File: config.mk
export PLATFORM = sky130hd
export DESIGN_NAME = gatt_client_link_state_tracker
export DESIGN_NICKNAME = d
export VERILOG_FILES = /design/src/rtl/gclst_pkg.sv /design/src/rtl/gclst_fsm.sv /design/src/rtl/gclst_out_stage.sv /design/src/rtl/gatt_client_link_state_tracker.sv
export SDC_FILE = /design/constraint.sdc
export NUM_CORES = 1
export LEC_CHECK = 0
export ABC_CLOCK_PERIOD_IN_PS = 15350
export BUFFER_PORTS_ARGS = -buffer_cell sky130_fd_sc_hd__buf_2
export CAP_MARGIN = 0
export CORE_ASPECT_RATIO = 1.4
export CORE_MARGIN = 5
export CORE_UTILIZATION = 40
export CTS_CLUSTER_SIZE = 16
export DETAILED_ROUTE_END_ITERATION = 16
export PLACE_DENSITY_LB_ADDON = 0.3
export REMOVE_ABC_BUFFERS = 1
export SLEW_MARGIN = 20
export SYNTH_ARGS = -nofsm -noshare
export SYNTH_HDL_FRONTEND = slang
export SYNTH_HIERARCHICAL = 1
export SYNTH_SLANG_ARGS = --single-unit
File: constraint.sdc
create_clock -name clk -period 15.35 [get_ports clk]
set_clock_uncertainty 0.15 [all_clocks]
set_input_delay 0.7675 -clock clk [delete_from_list [all_inputs] [get_ports clk]]
set_output_delay 0.7675 -clock clk [all_outputs]
set_load 0.02 [all_outputs]
File: src/rtl/gclst_pkg.sv
package gclst_pkg;

    // attempt tag counter width, 8 to 32
    localparam int ATTEMPT_BITS = 32;
    localparam logic [31:0] TAG_MASK = 32'((64'd1 << ATTEMPT_BITS) - 64'd1);

    localparam logic [3:0] EV_BEGIN_REG    = 4'd0;
    localparam logic [3:0] EV_REGISTERED   = 4'd1;
    localparam logic [3:0] EV_BEGIN_OPEN   = 4'd2;
    localparam logic [3:0] EV_BEGIN_CANCEL = 4'd3;
    localparam logic [3:0] EV_OPENED       = 4'd4;
    localparam logic [3:0] EV_OPEN_FAIL    = 4'd5;
    localparam logic [3:0] EV_CANCELLED    = 4'd6;
    localparam logic [3:0] EV_BEGIN_CLOSE  = 4'd7;
    localparam logic [3:0] EV_DISCONNECTED = 4'd8;
    localparam logic [3:0] EV_RESET        = 4'd9;

    localparam logic [1:0] OUTCOME_IGNORED   = 2'd0;
    localparam logic [1:0] OUTCOME_CONNECTED = 2'd1;
    localparam logic [1:0] OUTCOME_LATE      = 2'd2;

    localparam logic CFG_IFACE  = 1'b0;
    localparam logic CFG_HANDLE = 1'b1;

    typedef struct packed {
        logic [3:0]  mode;
        logic [7:0]  interface_id;
        logic [31:0] attempt_tag;
        logic [15:0] connection_handle;
    } event_t;

    typedef struct packed {
        logic        accepted;
        logic [1:0]  open_outcome;
        logic [31:0] issued_attempt;
        logic [2:0]  link_state;
        logic [7:0]  current_interface;
        logic [15:0] current_connection;
        logic [31:0] current_attempt;
    } result_t;

endpackage

File: src/rtl/gclst_fsm.sv
module gclst_fsm
    import gclst_pkg::*;
(
    input  logic        clk,
    input  logic        rst_n,
    input  logic        cfg_we,
    input  logic        cfg_addr,
    input  logic [15:0] cfg_data,
    input  logic        step,
    input  event_t      ev,
    output result_t     res
);

    typedef enum logic [2:0] {
        PH_UNREG       = 3'd0,
        PH_REGISTERING = 3'd1,
        PH_IDLE        = 3'd2,
        PH_OPENING     = 3'd3,
        PH_CANCELLING  = 3'd4,
        PH_CONNECTED   = 3'd5,
        PH_CLOSING     = 3'd6
    } phase_t;

    logic [7:0]  inv_iface_reg;
    logic [15:0] inv_handle_reg;

    phase_t      phase_reg, phase_next;
    logic [7:0]  iface_reg, iface_next;
    logic [15:0] conn_reg, conn_next;
    logic [31:0] active_reg, active_next;
    logic [31:0] next_tag_reg, next_tag_next;

    logic        acc;
    logic [1:0]  outcome;
    logic [31:0] issued;
    logic        tag_ok;
    logic [31:0] bumped;
    logic [31:0] advanced;

    assign tag_ok   = (ev.attempt_tag != 32'd0) && (ev.attempt_tag == active_reg);
    assign bumped   = (next_tag_reg + 32'd1) & TAG_MASK;
    // counter skips zero on wrap
    assign advanced = (bumped == 32'd0) ? 32'd1 : bumped;

    always_comb
    begin
        phase_next    = phase_reg;
        iface_next    = iface_reg;
        conn_next     = conn_reg;
        active_next   = active_reg;
        next_tag_next = next_tag_reg;
        acc           = 1'b0;
        outcome       = OUTCOME_IGNORED;
        issued        = 32'd0;
        unique case (ev.mode)
            EV_BEGIN_REG:
            begin
                if (phase_reg == PH_UNREG)
                begin
                    phase_next = PH_REGISTERING;
                    acc        = 1'b1;
                end
            end
            EV_REGISTERED:
            begin
                if (phase_reg == PH_REGISTERING && ev.interface_id != inv_iface_reg)
                begin
                    iface_next = ev.interface_id;
                    phase_next = PH_IDLE;
                    acc        = 1'b1;
                end
            end
            EV_BEGIN_OPEN:
            begin
                if (phase_reg == PH_IDLE)
                begin
                    active_next   = next_tag_reg;
                    next_tag_next = advanced;
                    phase_next    = PH_OPENING;
                    issued        = next_tag_reg;
                    acc           = 1'b1;
                end
            end
            EV_BEGIN_CANCEL:
            begin
                if (phase_reg == PH_OPENING && tag_ok)
                begin
                    phase_next = PH_CANCELLING;
                    acc        = 1'b1;
                end
            end
            EV_OPENED:
            begin
                if (tag_ok && ev.connection_handle != inv_handle_reg)
                begin
                    if (phase_reg == PH_OPENING)
                    begin
                        conn_next  = ev.connection_handle;
                        phase_next = PH_CONNECTED;
                        outcome    = OUTCOME_CONNECTED;
                        acc        = 1'b1;
                    end
                    else if (phase_reg == PH_CANCELLING)
                    begin
                        // open won the race with the cancel, go straight to closing
                        conn_next  = ev.connection_handle;
                        phase_next = PH_CLOSING;
                        outcome    = OUTCOME_LATE;
                        acc        = 1'b1;
                    end
                end
            end
            EV_OPEN_FAIL:
            begin
                if (tag_ok && (phase_reg == PH_OPENING || phase_reg == PH_CANCELLING))
                begin
                    conn_next  = inv_handle_reg;
                    phase_next = PH_IDLE;
                    acc        = 1'b1;
                end
            end
            EV_CANCELLED:
            begin
                if (phase_reg == PH_CANCELLING && tag_ok)
                begin
                    conn_next  = inv_handle_reg;
                    phase_next = PH_IDLE;
                    acc        = 1'b1;
                end
            end
            EV_BEGIN_CLOSE:
            begin
                if (phase_reg == PH_CONNECTED && conn_reg == ev.connection_handle)
                begin
                    phase_next = PH_CLOSING;
                    acc        = 1'b1;
                end
            end
            EV_DISCONNECTED:
            begin
                if ((phase_reg == PH_CONNECTED || phase_reg == PH_CLOSING)
                    && conn_reg == ev.connection_handle)
                begin
                    conn_next  = inv_handle_reg;
                    phase_next = PH_IDLE;
                    acc        = 1'b1;
                end
            end
            EV_RESET:
            begin
                phase_next    = PH_UNREG;
                iface_next    = inv_iface_reg;
                conn_next     = inv_handle_reg;
                active_next   = 32'd0;
                next_tag_next = advanced;
                acc           = 1'b1;
            end
            default:
            begin
            end
        endcase
    end

    always_comb
    begin
        res.accepted           = acc;
        res.open_outcome       = outcome;
        res.issued_attempt     = issued;
        res.link_state         = phase_next;
        res.current_interface  = iface_next;
        res.current_connection = conn_next;
        res.current_attempt    = active_next;
    end

    always_ff @(posedge clk or negedge rst_n)
    begin
        if (!rst_n)
        begin
            inv_iface_reg  <= 8'hFF;
            inv_handle_reg <= 16'hFFFF;
            phase_reg      <= PH_UNREG;
            iface_reg      <= 8'hFF;
            conn_reg       <= 16'hFFFF;
            active_reg     <= 32'd0;
            next_tag_reg   <= 32'd1;
        end
        else
        begin
            if (cfg_we)
            begin
                unique case (cfg_addr)
                    CFG_IFACE:  inv_iface_reg  <= cfg_data[7:0];
                    CFG_HANDLE: inv_handle_reg <= cfg_data;
                    default:
                    begin
                    end
                endcase
            end
            if (step)
            begin
                phase_reg    <= phase_next;
                iface_reg    <= iface_next;
                conn_reg     <= conn_next;
                active_reg   <= active_next;
                next_tag_reg <= next_tag_next;
            end
        end
    end

endmodule

File: src/rtl/gclst_out_stage.sv
module gclst_out_stage
    import gclst_pkg::*;
(
    input  logic        clk,
    input  logic        rst_n,
    input  logic        load,
    input  result_t     res,
    output logic        m_tvalid,
    input  logic        m_tready,
    output logic [95:0] m_tdata
);

    logic    valid_reg, valid_next;
    result_t res_reg;

    always_comb
    begin
        priority if (load)
            valid_next = 1'b1;
        else if (m_tready)
            valid_next = 1'b0;
        else
            valid_next = valid_reg;
    end

    always_ff @(posedge clk or negedge rst_n)
    begin
        if (!rst_n)
            valid_reg <= 1'b0;
        else
            valid_reg <= valid_next;
    end

    always_ff @(posedge clk)
    begin
        if (load)
            res_reg <= res;
    end

    assign m_tvalid = valid_reg;
    assign m_tdata  = {2'b00,
                       res_reg.current_attempt,
                       res_reg.current_connection,
                       res_reg.current_interface,
                       res_reg.link_state,
                       res_reg.issued_attempt,
                       res_reg.open_outcome,
                       res_reg.accepted};

endmodule

File: src/rtl/gatt_client_link_state_tracker.sv
// channel  | signals                           | contents
// ---------+-----------------------------------+-----------------------------------------
// events   | s_tvalid s_tready s_tdata s_tuser | tuser: mode; tdata: id, tag, handle
// results  | m_tvalid m_tready m_tdata         | accepted, outcome, issued tag, state
// config   | cfg_we cfg_addr cfg_data          | 0 invalid interface id, 1 invalid handle
//
// one item per cycle while the result side is not stalled; an item waits in the input
// register, and the state update happens as it moves into the result register, where
// the result is held valid until it is taken
// rst_n clears state to unregistered and the sentinels to all ones
// a stalled result holds the input register; ready drops only when both are full
module gatt_client_link_state_tracker
    import gclst_pkg::*;
(
    input  logic        clk,
    input  logic        rst_n,
    input  logic        cfg_we,
    input  logic        cfg_addr,
    input  logic [15:0] cfg_data,
    input  logic        s_tvalid,
    output logic        s_tready,
    input  logic [55:0] s_tdata,   // interface_id, attempt_tag, connection_handle
    input  logic [3:0]  s_tuser,   // mode
    output logic        m_tvalid,
    input  logic        m_tready,
    output logic [95:0] m_tdata    // accepted, open_outcome, issued_attempt, link_state,
                                   // current_interface, current_connection,
                                   // current_attempt, zero fill
);

    logic    in_valid_reg, in_valid_next;
    event_t  ev_reg;
    logic    step;
    logic    take;
    result_t res;

    assign step     = in_valid_reg && (!m_tvalid || m_tready);
    assign s_tready = !in_valid_reg || step;
    assign take     = s_tvalid && s_tready;

    always_comb
    begin
        priority if (take)
            in_valid_next = 1'b1;
        else if (step)
            in_valid_next = 1'b0;
        else
            in_valid_next = in_valid_reg;
    end

    always_ff @(posedge clk or negedge rst_n)
    begin
        if (!rst_n)
            in_valid_reg <= 1'b0;
        else
            in_valid_reg <= in_valid_next;
    end

    always_ff @(posedge clk)
    begin
        if (take)
        begin
            ev_reg.mode              <= s_tuser;
            ev_reg.interface_id      <= s_tdata[7:0];
            ev_reg.attempt_tag       <= s_tdata[39:8];
            ev_reg.connection_handle <= s_tdata[55:40];
        end
    end

    gclst_fsm u_fsm (
        .clk      (clk),
        .rst_n    (rst_n),
        .cfg_we   (cfg_we),
        .cfg_addr (cfg_addr),
        .cfg_data (cfg_data),
        .step     (step),
        .ev       (ev_reg),
        .res      (res)
    );

    gclst_out_stage u_out (
        .clk      (clk),
        .rst_n    (rst_n),
        .load     (step),
        .res      (res),
        .m_tvalid (m_tvalid),
        .m_tready (m_tready),
        .m_tdata  (m_tdata)
    );

endmodule

# Word level (Yosys, flattened, before mapping)
# Cells that the tools add are included.
# W data, S select, Z words.
[totals]
regBits = 271
output_inout_bits = 98
[classes]
n_addsub = 1
n_eq_ne = 20
muxes = 44
n_bitwise = 3
reduce_logical = 29
[ops]
columns = ["cell", "count"]
rows = [
  ["$pmux W32 S2", 2],
  ["$mux W16", 6],
  ["$mux W32", 3],
  ["$pmux W16 S5", 1],
  ["$mux W3", 11],
  ["$add A32 B1 Y32 const B", 1],
  ["$eq A32 B32 Y1", 1],
  ["$logic_not A32 Y1", 1],
  ["$reduce_bool A32 Y1", 1],
  ["$pmux W3 S10", 1],
  ["$eq A16 B16 Y1", 1],
  ["$eq A4 B3 Y1 const B", 4],
  ["$mux W1", 16],
  ["$ne A16 B16 Y1", 1],
  ["$pmux W8 S2", 1],
  ["$logic_and A1 B1 Y1", 10],
  ["$pmux W1 S10", 1],
  ["$eq A3 B3 Y1 const B", 3],
  ["$eq A4 B2 Y1 const B", 2],
  ["$eq A4 B4 Y1 const B", 2],
  ["$mux W8", 1],
  ["$ne A8 B8 Y1", 1],
  ["$reduce_and A2 Y1", 4],
  ["$eq A3 B2 Y1 const B", 2],
  ["other kinds (12)", 20],
]

# Longest topological paths before layout
# Gate-level depths: netlist (run 1).
[depth]
ltp_word = 6
depth_mapped = 10
ltp_nobuf = 8

# Modules after synthesis
# Netlist (run 1), hierarchy kept.
[by_module_without_submodules]
columns = ["mod", "n_inst", "cells_per_inst", "area_each_um2", "seq_area_each_um2"]
rows = [
  ["gclst_fsm", 1, 773, 7493.4, 2939.1],
  ["gclst_out_stage", 1, 100, 2877.8, 2847.7],
  ["gatt_client_link_state_tracker", 1, 66, 1873.0, 1826.8],
]

# Worst setup path before layout (run 1)
# No wires, ideal clock.
[synth_path]
path_type = "input -> register"
startpoint = "input m_tready"
endpoint = "register u_fsm.next_tag_reg[30]"
setup_time_ns = 0.124
arrival_ns = 10.271
setup_slack_ns = 4.805
path_stages = 6
path_buffers = 0
cell_sequence = "inv_1 a21boi_0 o21ai_1 nor3_1 nand3_1 xnor2_1"
[synth_via]
elab_chain_len = 3
[synth_lines]
columns = ["element", "line", "source"]
rows = [
  ["from (decl)", "gatt_client_link_state_tracker.sv:25", "input logic m_tready,"],
  ["$logic_or A1 B1 Y1", "gatt_client_link_state_tracker.sv:37", "assign step = in_valid_reg && (!m_tvalid || m_tready);"],
  ["$logic_and A1 B1 Y1", "gatt_client_link_state_tracker.sv:37", ""],
  ["net step", "gatt_client_link_state_tracker.sv:33", "logic step;"],
  ["$reduce_and A3 Y1 (no source line)", "n/a", ""],
  ["to (signal assigned)", "gclst_fsm.sv:205", "next_tag_reg <= next_tag_next;"],
  ["to (decl)", "gclst_fsm.sv:31", "logic [31:0] next_tag_reg, next_tag_next;"],
]
# The timed path passes the listed nets, and every way through them passes these cells.
# A chain may end at the register's enable or synchronous reset.

# Final worst setup path (run 1)
[layout_path]
startpoint = "register ev_reg[57] (netlist name)"
endpoint = "register u_fsm.next_tag_reg[20]"
[layout_via]
elab_chain_len = 3
[layout_lines]
columns = ["element", "line", "source"]
rows = [
  ["from (decl)", "gatt_client_link_state_tracker.sv:32", "event_t ev_reg;"],
  ["$eq A4 B2 Y1 or $eq A4 B4 Y1 (tied branches)", "gclst_fsm.sv:55", "unique case (ev.mode)"],
  ["$ne A2 B1 Y1 (no source line) or $reduce_bool A2 Y1 (tied branches)", "n/a", ""],
  ["$reduce_and A3 Y1 (no source line)", "n/a", ""],
]
# Several ways; a longest one is shown, not always the timed one.

==> results of run 1 <==
area by class of cell:
cell class | count | area, sq um | area share
Tap cell | 385 | 482 | 0.0332
Sequential cell | 271 | 7610 | 0.525
Timing Repair Buffer | 185 | 948 | 0.0655
Multi-Input combinational cell | 586 | 4300 | 0.297
Clock inverter | 13 | 181 | 0.0125
Inverter | 30 | 113 | 0.00777
Clock buffer | 37 | 848 | 0.0585
kinds of logic (layout without fill, tap and decap cells):
| group | after synthesis | in the layout | share of synthesized area |
|---|---|---|---|
| adders and majority gates | 2 | 2 | 0.00204 |
| AOI/OAI and AO/OA | 192 | 192 | 0.122 |
| DFF | 271 | 271 | 0.622 |
| and+or+nand+nor | 255 | 255 | 0.123 |
| other | 1 | 2 | 0.000306 |
| buffers and inverters | 83 | 265 | 0.0290 |
| muxes | 25 | 25 | 0.0229 |
| xor gates and xnor gates | 110 | 110 | 0.0787 |
through the flow:
| step | utilization | hold slack, ps |
|---|---|---|
| finish | 0.481 | 128 |
| global route | 0.481 | 164 |
| CTS | 0.481 | 122 |
| detailed placement | 0.447 | 345 |
| global placement | 0.447 | 340 |
| floorplan | - | 322 |
metal layers:
layer / part of all wire / vias up
met1: 0.40 / 4145
met2: 0.51 / 307
met4: 0.037 / 0
met3: 0.060 / 68
li1: - / 3818
met5: 0 / -
worst register-to-register path, cell delays in order, from the launching register on:
cell      delay (ps)
edfxtp_1         640
nand2b_1         350
nor2_1           430
buf_4            300
nor2_2            70
nor2b_2          480
nand2_1          270
nor4_1           340
xor2_1           180
power by group through the flow:
stage / Combinational (mW) / Sequential, mW / Clock (mW)
floorplan: 0.103 / 0.950 / 0
global placement: 0.204 / 0.924 / 0
detailed placement: 0.207 / 0.924 / 0
CTS: 0.208 / 0.911 / 0.759
global route: 0.224 / 0.918 / 0.789
finish: 0.205 / 0.911 / 0.742
Yosys cell counts (5+ instances only):
cell,instances
nand2b_1,6
and4_1,8
dfrtp_1,68
clkbuf_1,32
edfxtp_1,154
o2bb2ai_1,17
nor2_1,46
and2_1,35
buf_4,5
buf_2,12
xor2_1,74
nand3_1,17
xnor2_1,36
nand4_1,23
dfstp_2,49
a222oi_1,8
nor3_1,22
mux2_2,24
a21oi_1,17
inv_1,30
nand2_1,28
and3_1,5
o21ai_0,12
a22o_1,48
a21o_1,49
nor4_1,30
path summary, 6_finish.rpt:
path | from | endpoint | slack, ps | depth (start not counted)
max reg2reg | ev_reg[57] | u_fsm/next_tag_reg[20] | 12090 | 8
max in group asynchronous | rst_n | u_fsm/active_reg[10] | 13520 | 2
min in group clk | s_tdata[14] | ev_reg[22] | 240 | 1
min reg2reg | u_fsm/iface_reg[6] | u_fsm/iface_reg[6] | 360 | 2
min | rst_n | u_fsm/phase_reg[0] | 130 | 1
max | ev_reg[57] | u_fsm/next_tag_reg[20] | 12090 | 8
==> metrics, run 1 <==
outcome finished, final reports clean; placed cells 1,457; die span in y 217 microns; Finished Layout Cells 1,507; Flop pwr share 0.490; Gate power share 0.110; FMAX 0.307 GHz; commonest non-fill, non-tap cell in the layout buf_2; cts hold-fix bufs 0; Worst-Skew Late Latency 550 ps; crit path launch type flop; clock-pin transition on the worst setup and hold timing paths 70 ps; Port Buf Inserts 177; CP max stage cell edfxtp_1; number of placed I/O pins 180; Area Growth Syn to Fin 18.3%; cell area after synthesis 12,200 sq um; Post-CTS Resized 0; Largest stage delay, worst path 640 ps; RSZ-0062 raised after global routing false; core region area 30,100 sq um; Post-route DRC 0; TNS Setup 0 ps; min Tclk post-route 3260 ps; Slew @ Worst Pin 1020 ps; power per cell area 128 nW/um^2; crit path buf inv count 1; Final Hold Fails 0; # diodes 0; post-route ant nets 0; Initial Util 0.406; Crit path arrival time 3580 ps; FILL cells 2,671; Overflow after GRT 0; Data required, critical path 15,670 ps; met2 GRT Util 0.314; Int Pwr 1.39 mW; Leakage 6.32 nW; Clock Power Share 0.399; CP Cell Sequence nand2b_1 > nor2_1 > buf_4 > nor2_2 > nor2b_2 > nand2_1 > nor4_1 > xor2_1; fin worst setup slack 12,090 ps; vias per cell 5.53; DR vias 8,338; RePlAce Congestion 0.916; max_slew headroom 0.320; Setup Slack @ Placement 11,910 ps; most frequent cells in the layout buf_2 (176), edfxtp_1 (154), xor2_1 (74), dfrtp_1 (68); sequential share of the synthesized area 0.622; routing usage on met1 0.229; # Post-CTS Setup Buffers 0; Main synth FF type edfxtp_1; Final setup viols 0; post-route clock period utilization 0.212; Most Used Layer, Global Route met2; Routed WL 32,100 microns; Syn Area/Cell 13.0 sq um; largest net degree at the start of global routing 85; Post-synth EDFFs 154; first-pass GRT wire length 48,400 microns; Switching Fraction 0.251; Die Width 158 microns; post-DP HPWL 22,500 microns; number of global-route vias before repair 8,339; Crit path max-delay family simple AND/OR/NAND/NOR gates; CTS root buf clkbuf_16; met3 usage 0.0254; #FFs+latches synth 271; initial antenna violation count 0; CP Class reg2reg; share of cells above drive strength 1 0.292; Final #Nets 1,185; Crit Path Max Fanout 18; Max-cap violations 0; DP Area 13,500 sq um; all-layer global routing usage 0.181; Post-synth ARST share 0.432; max reg flops 94; Ys Warns 6; Min-Delay Path Class in2async; Final Max Tran Viols 0; Syn Inst Count 939; router iterations before antenna repair 5; total power 1.86 mW; Yosys top cell area share 0.378; CTS buffer count 27; Switch Pwr 466 uW; maximum vdd ir drop 0.0000765 V; fin area 14,500 sq um; largest area contributor in the netlist edfxtp_1; Setup crit end kind flop; First DRT Iteration DRCs 660; CTS H-Tree Depth 1; Synth cell types 76; WL/cell 21.3 microns; TritonCTS clock tree yes; most area-consuming cells after synthesis edfxtp_1 (38%), dfrtp_1 (14%), dfstp_2 (11%); Core Rows 75; Clock Tree Buf Depth 3; CTS Sinks 271; die footprint 34,300 sq um
(Power assumes the default switching activity.)
==> run 2: changes to the inputs <==
- ABC_AREA: unset -> 1
- ABC_CLOCK_PERIOD_IN_PS: 15350 -> 3300
- clock period: 15.35 -> 3.3 ns (I/O delays scaled with it)
==> run 2 against run 1 <==
  * Sequential share of layout area shrank 8.5 points
  * Flip-flop and latch count did not move
  * Highest routed layer unchanged
  * Setup slack got worse by 12000 ps
  * Count of clock-buffer cells in the layout rose by 3
  * Die area grew 14%
  * Non-clock buffer count up 106
  * Final area grew 19%
==> metrics, run 2 <==
outcome finished, final reports clean; Synth cell types 35 (-54%); number of global-route vias before repair 12,557 (+51%); post-route ant nets 0 (unchanged); sequential share of the synthesized area 0.544 (-0.0783); Syn Inst Count 1,687 (+80%); Switch Pwr 4.14 mW (+790%); max_slew headroom 0.382 (+0.0615); Area Growth Syn to Fin 23.4%; first-pass GRT wire length 68,200 microns (+41%); met3 usage 0.0268 (+0.00135); RSZ-0062 raised after global routing false; die footprint 38,900 sq um (+14%); Crit path max-delay family simple AND/OR/NAND/NOR gates; FF+latch area 7610 sq um (unchanged); Crit Path Max Fanout 14 (-4); Leakage 7.97 nW (+26%); Post-route DRC 0 (unchanged); Most Used Layer, Global Route met2; RePlAce Congestion 0.948 (+3.5%); number of placed I/O pins 180 (unchanged); Setup crit end kind flop; crit-path most repeated cell nand2_1; CTS H-Tree Depth 1 (unchanged); Max-cap violations 0 (unchanged); FMAX 0.362 GHz (+18%); Largest stage delay, worst path 400 ps (-240 ps); max reg flops 94 (unchanged); crit path buf inv count 1 (unchanged); router iterations before antenna repair 5 (unchanged); FILL cells 3,283 (+23%); largest area contributor in the netlist edfxtp_1; Final Max Tran Viols 0 (unchanged); fin worst setup slack 537 ps (-11,550 ps); share of cells above drive strength 1 0.170 (-0.123); Post-synth EDFFs 154 (unchanged); Yosys top cell area share 0.330 (-0.0475); min Tclk post-route 2760 ps (-495 ps); CP max stage cell edfxtp_1; clock-pin transition on the worst setup and hold timing paths 70 ps (about the same); post-route clock period utilization 0.837 (+0.625); Slew @ Worst Pin 927 ps (-92.2 ps); largest net degree at the start of global routing 117 (+38%); Flop pwr share 0.444 (-0.046); initial antenna violation count 0 (unchanged); Die Width 168 microns (+6.5%); cell area after synthesis 14,000 sq um (+14%); power per cell area 678 nW/um^2 (+430%); routing usage on met1 0.246 (+0.0173); Ys Warns 6 (unchanged); Syn Area/Cell 8.30 sq um (-36%); Clock Tree Buf Depth 3 (unchanged); CTS Sinks 271 (unchanged); #FFs+latches synth 271 (unchanged); post-DP HPWL 31,400 microns (+40%); Crit path arrival time 3120 ps (-460 ps); CTS buffer count 29 (+7.4%); # diodes 0 (unchanged); Switching Fraction 0.354 (+0.103); Port Buf Inserts 177 (unchanged); maximum vdd ir drop 0.000576 V (+650%); Routed WL 44,300 microns (+38%); Final #Nets 2,036 (+72%); top post-synthesis cells by count nand2_1 (486), inv_1 (231), nor2_1 (200); Post-synth ARST share 0.432 (unchanged); CP Cell Sequence nand2_1 > nand2_1 > nor2_1 > nand2_1 > nor2_1 > nand2_2 > nor2_4 > buf_4 > nand3_2 > nand2_1 > nand3_1 > nand2_1 > nor2_1 > nand3_1 > nand2_1 > nand2_1; TNS Setup 0 ps (unchanged); Clock Power Share 0.281 (-0.118); most area-consuming cells after synthesis edfxtp_1 (33%), nand2_1 (13%), dfrtp_1 (12%); Int Pwr 7.58 mW (+440%); all-layer global routing usage 0.224 (+0.0431); Initial Util 0.403 (-0.00354); Core Rows 81 (+8.0%); Setup Slack @ Placement 574 ps (-11,330 ps); DR vias 12,250 (+47%); Multi-input gate area 5210 sq um (+21%); core region area 34,800 sq um (+15%); met2 GRT Util 0.429 (+0.116); most frequent cells in the layout nand2_1 (486), inv_1 (229), nor2_1 (199), buf_2 (176), edfxtp_1 (154); Main synth FF type edfxtp_1; Gate power share 0.275 (+0.165); WHS 53.5 ps (-74.1 ps); commonest non-fill, non-tap cell in the layout nand2_1; CP Class reg2reg; crit path launch type flop; TritonCTS clock tree yes; die span in y 231 microns (+6.6%); count leader, synth nand2_1; CTS root buf clkbuf_16; Overflow after GRT 0 (unchanged); Final setup viols 0 (unchanged); Post-CTS Resized 0 (unchanged); vias per cell 5.04 (-8.9%); Data required, critical path 3650 ps (-12,020 ps); Min-Delay Path Class in2async; Final Hold Fails 0 (unchanged); WL/cell 18.2 microns (-15%); First DRT Iteration DRCs 848 (+28%); Worst-Skew Late Latency 570 ps (+20 ps)
[run 2: worst register-to-register path, stage by stage (launching register included)]
cell	delay, ps
edfxtp_1	400
nand2_1	90
nand2_1	180
nor2_1	150
nand2_1	150
nor2_1	170
nand2_2	110
nor2_4	170
buf_4	210
nand3_2	330
nand2_1	170
nand3_1	80
nand2_1	90
nor2_1	40
nand3_1	80
nand2_1	60
nand2_1	90
[run 2: stage by stage]
step	utilization	power (mW)	instances	instance area (sq um)
2_1_floorplan	-	7.31	1630	13700
4_1_cts	0.497	11.8	2431	17300
6_report	0.497	11.7	2431	17300
3_5_place_dp	0.445	8.38	2289	15500
3_3_place_gp	0.445	8.32	2289	15500
5_1_grt	0.497	12.4	2431	17300
[run 2: timing repair]
| item | CTS | global route |
|---|---|---|
| buffers inserted | 0 | 0 |
| endpoints found under the hold margin | 130 | 0 |
| hold buffers | 88 | 0 |
[run 2: final timing paths]
kind / slack, ps / to / depth (start not counted) / from
worst min-delay path: 50 / u_fsm/next_tag_reg[13] / 2 / rst_n
worst max-delay path: 540 / u_fsm/conn_reg[8] / 16 / ev_reg[16]
worst min register to register: 320 / u_fsm/iface_reg[6] / 2 / u_fsm/iface_reg[6]
min in group clk: 160 / ev_reg[19] / 2 / s_tdata[11]
worst max register to register: 540 / u_fsm/conn_reg[8] / 16 / ev_reg[16]
max in group asynchronous: 2070 / u_fsm/iface_reg[3] / 3 / rst_n
[run 2: layout make-up]
type / count / area share
sequential: 271 / 0.440
multi-input combinational: 1115 / 0.302
inverter: 244 / 0.0530
clock buffer: 40 / 0.0455
tap: 456 / 0.0330
clock inverter: 14 / 0.00948
timing repair buffer: 291 / 0.117
[run 2: kinds of logic (layout without fill, tap and decap cells)]
kind of cell,count (synthesis),after routing,share of synthesized area
compound gates,183,183,0.0736
xor+xnor,53,53,0.0331
flops,271,271,0.544
other cells,1,2,0.000268
simple gates,875,875,0.261
buf+inv,302,589,0.0862
fa+ha+maj,2,2,0.00179
[run 2: power by group through the flow]
stage / sequential, mW / clock, mW / combinational (mW)
2_1_floorplan: 5.41 / 0 / 1.90
3_3_place_gp: 5.23 / 0 / 3.09
3_5_place_dp: 5.24 / 0 / 3.14
4_1_cts: 5.20 / 3.39 / 3.23
5_1_grt: 5.31 / 3.52 / 3.60
6_report: 5.20 / 3.30 / 3.22
[run 2: per-layer routing]
metal / part of all wire / vias up
li1: - / 5964
met1: 0.36 / 5740
met2: 0.54 / 426
met3: 0.055 / 120
met4: 0.045 / 0
met5: 0 / -
